[config.mk]
export PLATFORM = sky130hd
export DESIGN_NAME = rsdt_ctrl
export DESIGN_NICKNAME = d
export VERILOG_FILES = /design/src/hdl/rsdt_pkg.sv /design/src/hdl/rsdt_ctrl.sv
export SDC_FILE = /design/constraint.sdc
export NUM_CORES = 1
export LEC_CHECK = 0
export BUFFER_PORTS_ARGS = -buffer_cell sky130_fd_sc_hd__buf_4
export CAP_MARGIN = 5
export CORE_AREA = 3 3 40 42
export CTS_BUF_LIST = sky130_fd_sc_hd__clkbuf_8 sky130_fd_sc_hd__clkbuf_16
export CTS_CLUSTER_DIAMETER = 30
export DETAILED_ROUTE_END_ITERATION = 16
export DIE_AREA = 0 0 43 45
export HOLD_SLACK_MARGIN = 0.03
export PLACE_DENSITY = 0.34
export SYNTH_ARGS = -nofsm -noshare
export SYNTH_HDL_FRONTEND = slang
export SYNTH_SLANG_ARGS = --single-unit
export TNS_END_PERCENT = 20
[constraint.sdc]
create_clock -name clk -period 1.2 [get_ports clk]
set_input_delay 0.18 -clock clk [delete_from_list [all_inputs] [get_ports clk]]
set_output_delay 0.18 -clock clk [all_outputs]
set_load 0.01 [all_outputs]
[src/hdl/rsdt_pkg.sv]
// Shared types and fixed field widths for the receive session descriptor tracker.
// No dependencies; used by rsdt_ctrl, rsdt_dp and the top level.
package rsdt_pkg;

	localparam int SID_W   = 9;
	localparam int FRAG_W  = 23;
	localparam int ADDR_W  = 64;
	localparam int WORD_W  = 32;
	localparam int TAG_W   = 64;

	// result kind codes
	localparam logic KIND_DMA    = 1'b0;
	localparam logic KIND_STATUS = 1'b1;

	// notification action codes
	localparam logic ACT_END   = 1'b0;
	localparam logic ACT_START = 1'b1;

	// controller to datapath
	typedef struct packed {
		logic clear;   // write an inactive entry at the sweep pointer
		logic load;    // capture the input transaction and read its entry
		logic commit;  // write back the entry, if changed, and emit the result, if any
	} ctl_cmd_t;

	// datapath to controller
	typedef struct packed {
		logic clear_done;  // sweep pointer is at the last entry
		logic stall;       // result pending but the output register is still full
	} dp_status_t;

endpackage

[src/hdl/rsdt_ctrl.sv]
// Controller state machine: reset sweep, transaction accept, write-back sequencing.
// Depends on rsdt_pkg.
module rsdt_ctrl (
	input  logic                  clk,
	input  logic                  arst_n,
	input  logic                  in_valid,
	output logic                  in_ready,
	input  rsdt_pkg::dp_status_t  sts,
	output rsdt_pkg::ctl_cmd_t    cmd
);

	typedef enum logic [1:0] {
		ST_CLEAR,
		ST_IDLE,
		ST_EXEC
	} state_t;

	state_t state_q;

	assign in_ready   = (state_q == ST_IDLE);
	assign cmd.clear  = (state_q == ST_CLEAR);
	assign cmd.load   = (state_q == ST_IDLE) && in_valid;
	assign cmd.commit = (state_q == ST_EXEC) && !sts.stall;

	always_ff @(posedge clk or negedge arst_n) begin
		if (!arst_n) begin
			state_q <= ST_CLEAR;
		end else begin
			unique case (state_q)
				ST_CLEAR: begin
					if (sts.clear_done) state_q <= ST_IDLE;
				end
				ST_IDLE: begin
					if (in_valid) state_q <= ST_EXEC;
				end
				ST_EXEC: begin
					if (!sts.stall) state_q <= ST_IDLE;
				end
				default: state_q <= ST_CLEAR;
			endcase
		end
	end

endmodule

# Word level (Yosys, flattened, before mapping)
# Index checks and enable logic that the tools add are counted.
[totals]
ff_bits = 2
elab_cells = 15
inputBits = 5
[classes]
reduce_logical = 5
n_mux = 4
eq_ne = 5
[ops]
columns = ["operator", "count"]
rows = [
  ["$mux 2", 3],
  ["$ne 2x2->1 const B", 3],
  ["$pmux 2 s3", 1],
  ["$reduce_and 3->1", 1],
  ["$eq 2x1->1 const B", 1],
  ["$eq 2x2->1 const B", 1],
  ["$logic_and 1x1->1", 2],
  ["$logic_not 2->1", 1],
  ["$logic_not 1->1", 1],
]

# Depth between registers and ports, before layout
[depth]
depth_word = 3
depth_mapped = 2
mapped_depth_nobuf = 2

# Worst setup path before layout
# No wires, ideal clock.
[synth_path]
path_kind = "register to register"
start = "register state_q[1]"
end = "register state_q[0]"
stages_incl_launch_ff = 3
t_arrival_ps = 845
t_required_ps = 1078
n_path_buf = 0
period_less_slack_ps = 967
setup_slack_ps = 233
path_cell_list = "dfrtp_1 -> or2_1 -> a32o_1"
[synth_between]
elab_chain_cells = 3
[synth_lines]
columns = ["item", "line_no", "text"]
rows = [
  ["start: declaration", "rsdt_ctrl.sv:18", "state_t state_q;"],
  ["start signal: assignment", "rsdt_ctrl.sv:27", "state_q <= ST_CLEAR;"],
  ["start signal: assignment", "rsdt_ctrl.sv:31", "if (sts.clear_done) state_q <= ST_IDLE;"],
  ["start signal: assignment", "rsdt_ctrl.sv:34", "if (in_valid) state_q <= ST_EXEC;"],
  ["$eq 2x2->1 (tied with other cells)", "rsdt_ctrl.sv:29", "unique case (state_q)"],
  ["$ne 2x2->1 (no line)", "--", ""],
  ["$reduce_and 3->1 (no line)", "--", ""],
]
# Several ways; a longest one is shown, not always the timed one.
# A chain may end at the register's enable or synchronous reset.

==> insert_results.sql <==
INSERT INTO impl_metrics (metric_group, metric, value, unit) VALUES
('status', 'outcome', 'completed', ''),
('power_and_ir_drop', 'power.density', '2590', 'nW/µm²'),
('setup_path', 'critPathKind', 'reg2out', ''),
('setup_path', 'crit_start', 'state_q[0]$_DFFE_PN0P_', ''),
('floorplanning', 'floorplan.initialDensity', '0.0886', ''),
('logic_synthesis', 'mappedNetlistArea', '114', 'µm²'),
('route', 'drt-initial-drc-count', '1', ''),
('grt', 'grt_overflow_total', '0', ''),
('clocking', 'num_cts_buffers', '3', ''),
('logic_synthesis', 'ys_seq_area_frac', '0.440', ''),
('final_layout', 'fraction_of_final_layout_cells_sized_beyond_drive_strength_1', '0.600', ''),
('clocking', 'clock-sinks', '2', ''),
('final_layout', 'postLayoutCoreUtil', '0.204', ''),
('setup_path', 'reg_to_reg_setup_timing_slack', '0.20', 'ns'),
('grt', 'first_global_vias', '142', ''),
('setup_path', 'path_max_fanout', '6', ''),
('floorplanning', 'fp.dieH', '45', 'µm'),
('floorplanning', 'floorplan.core_area', '1280', 'µm²'),
('placement', 'dp.cells', '35', ''),
('final_layout', 'layout_top_registers', 'state_q x2', ''),
('setup_path', 'crit_path_end_kind', 'primary output', ''),
('timing', 'layout_worst_path_cycle_share', '0.971', ''),
('route', 'final_wl', '348', 'µm'),
('clocking', 'clock_latency', '0.21', 'ns'),
('grt', 'antenna_violations_before_repair', '0', ''),
('route', 'avgViaCountPerCell', '3.45', ''),
('setup_path', 'kind_of_start_point_of_the_critical_path', 'flop', ''),
('grt', 'global_route_usage_over_all_layers', '0.0475', ''),
('timing', 'relSlewSlack', '0.908', ''),
('floorplanning', 'dieArea', '1940', 'µm²'),
('logic_synthesis', 'yosysWarningCount', '0', ''),
('logic_synthesis', 'total_of_flip_flops_plus_latches_after_synthesis', '2', ''),
('timing', 'final_critical_period', '1.16', 'ns'),
('setup_path', 'cp_cell_sequence', 'and3b_2 -> buf_6', ''),
('route', 'drtPass1Iterations', '2', ''),
('route', 'detailroute.via_count', '138', ''),
('final_layout', 'post_layout_nonfiller_instances', '40', ''),
('power_and_ir_drop', 'clock_power_share', '0.383', ''),
('final_layout', 'design_area_final', '262', 'µm²'),
('placement', 'io_buffer_count', '8', ''),
('timing', 'final-max-slew-violation-count', '0', ''),
('clocking', 'ctsRootBufferMaster', 'clkbuf_8', ''),
('setup_path', 'worstReg2RegEnd', 'state_q[0]$_DFFE_PN0P_', ''),
('floorplanning', 'chip_width', '43', 'µm'),
('clocking', 'cts-root-to-sink-buffers', '2', ''),
('power_and_ir_drop', 'internal_power', '484', 'µW'),
('final_layout', 'area_overhead_vs_synth', '130', '%'),
('logic_synthesis', 'avgSynthCellArea', '9.49', 'µm²'),
('timing', 'finClkSkew', '0.00328', 'ns'),
('setup_path', 'cpLargestDelayFamily', 'flip-flops', ''),
('power_and_ir_drop', 'power.share.switching', '0.287', ''),
('setup_path', 'worstRegToRegCells', '2', ''),
('logic_synthesis', 'number_of_different_library_cells_in_the_post_synthesis_netlist', '10', ''),
('final_layout', 'largest_register_ffs', '2', ''),
('route', 'final_antenna_net_count', '0', ''),
('placement', 'placement.cell_area', '193', 'µm²'),
('timing', 'final_setup_violation_count', '0', ''),
('worst_hold_path', 'holdPathStages', '3', ''),
('route', 'post-route-drc-count', '0', ''),
('power_and_ir_drop', 'static-leakage-power', '0.129', 'nW'),
('placement', 'gp_congestion', '0.652', ''),
('floorplanning', 'floorplan.rows', '13', ''),
('worst_hold_path', 'hp-start', 'in_valid', ''),
('floorplanning', 'io-pin-count', '9', ''),
('setup_path', 'timing.rr.start', 'state_q[1]$_DFFE_PN0P_', ''),
('setup_path', 'worst-endpoint-required', '1.02', 'ns'),
('grt', 'maximum_number_of_pins_on_one_net_before_global_route_repair', '7', ''),
('setup_path', 'critical_path.endpoint', 'cmd[1]', ''),
('grt', 'global_route_wire_length_before_repair', '579', 'µm'),
('clocking', 'h-tree-depth', '1', ''),
('final_layout', 'antenna-diode-count', '0', '');
==> how the worst min path moves through the flow <==
stage	end	slack, ns
2_1_floorplan	state_q[0]$_DFFE_PN0P_	-0.12
4_1_cts	state_q[0]$_DFFE_PN0P_	0.26
5_1_grt	state_q[0]$_DFFE_PN0P_	0.28
3_5_place_dp	state_q[0]$_DFFE_PN0P_	-0.03
6_report	state_q[0]$_DFFE_PN0P_	0.26
3_3_place_gp	state_q[0]$_DFFE_PN0P_	-0.03
==> synthesized netlist by cell type <==
cell	instances	share of area
and2b_1	1	0.066
and3b_2	1	0.088
inv_1	2	0.066
nor2_1	1	0.033
nand2_1	1	0.033
dfrtp_1	2	0.44
o21bai_1	1	0.066
or2_1	1	0.055
nor3b_1	1	0.066
a32o_1	1	0.088
==> power by group through the flow <==
stage	registers [mW]	clock network (mW)	logic, mW
floorplan	0.131	0	0.128
global placement	0.141	0	0.243
detailed placement	0.144	0	0.236
CTS	0.143	0.268	0.241
global route	0.158	0.278	0.297
finish	0.149	0.259	0.270
==> area by class of cell <==
| cell class | instances | area (µm²) |
|---|---|---|
| clock buffer | 3 | 41.3 |
| inverter | 2 | 7.51 |
| tap | 15 | 18.8 |
| timing repair buffer | 10 | 81.3 |
| sequential | 2 | 51.3 |
| fill | 140 | 1020 |
| multi-input combinational | 8 | 61.3 |
==> metal layers <==
metal / GRT usage / wire length [µm] / vias to the layer above
met4: 0.0181 / 0 / 0
met2: 0.0419 / 106 / 11
met5: 0 / 0 / -
met1: 0.0556 / 163 / 60
li1: - / - / 67
met3: 0.0677 / 78 / 0
==> per-stage QoR <==
step	power, mW	worst slack (ns)	TNS [ns]
2_1_floorplan	0.260	0.233	0
3_3_place_gp	0.384	0.202	0
3_5_place_dp	0.380	0.190	0
4_1_cts	0.652	0.00391	0
5_1_grt	0.733	-0.00577	-0.00577
6_report	0.678	0.0353	0
==> cells by family (layout without fill, tap and decap cells) <==
family	count (synthesis)	after routing	share of synthesized area
DFF	2	2	0.440
buffers and inverters	2	15	0.0660
and+or+nand+nor	6	6	0.341
AOI/OAI and AO/OA	2	2	0.154
==> worst reg2reg max path, stage by stage (launching register included) <==
cell and delay (ns):
dfrtp_1 0.40, or2_1 0.24, a32o_1 0.25
==> repair_timing <==
action / in CTS / in global routing
hold buffers: 1 / 0
setup buffers: 0 / 1
hold endpoints to repair: 2 / 0
resized for setup: 0 / 3
setup endpoints to repair: 0 / 2
==> cells in the final DEF, fill, tap and decap left out <==
cell,synthesis,routed
nor3b_2,0,1
clkbuf_8,0,3
or2_1,1,1
nand2_1,1,1
a32o_1,1,1
buf_4,0,8
dfrtp_2,0,1
nor2_1,1,1
buf_6,0,1
and3b_2,1,1
inv_1,2,2
dlygate4sd3_1,0,1
dfrtp_1,2,1
o21bai_1,1,1
and2b_1,1,1
Note: power is estimated with default switching activity, not from simulation.
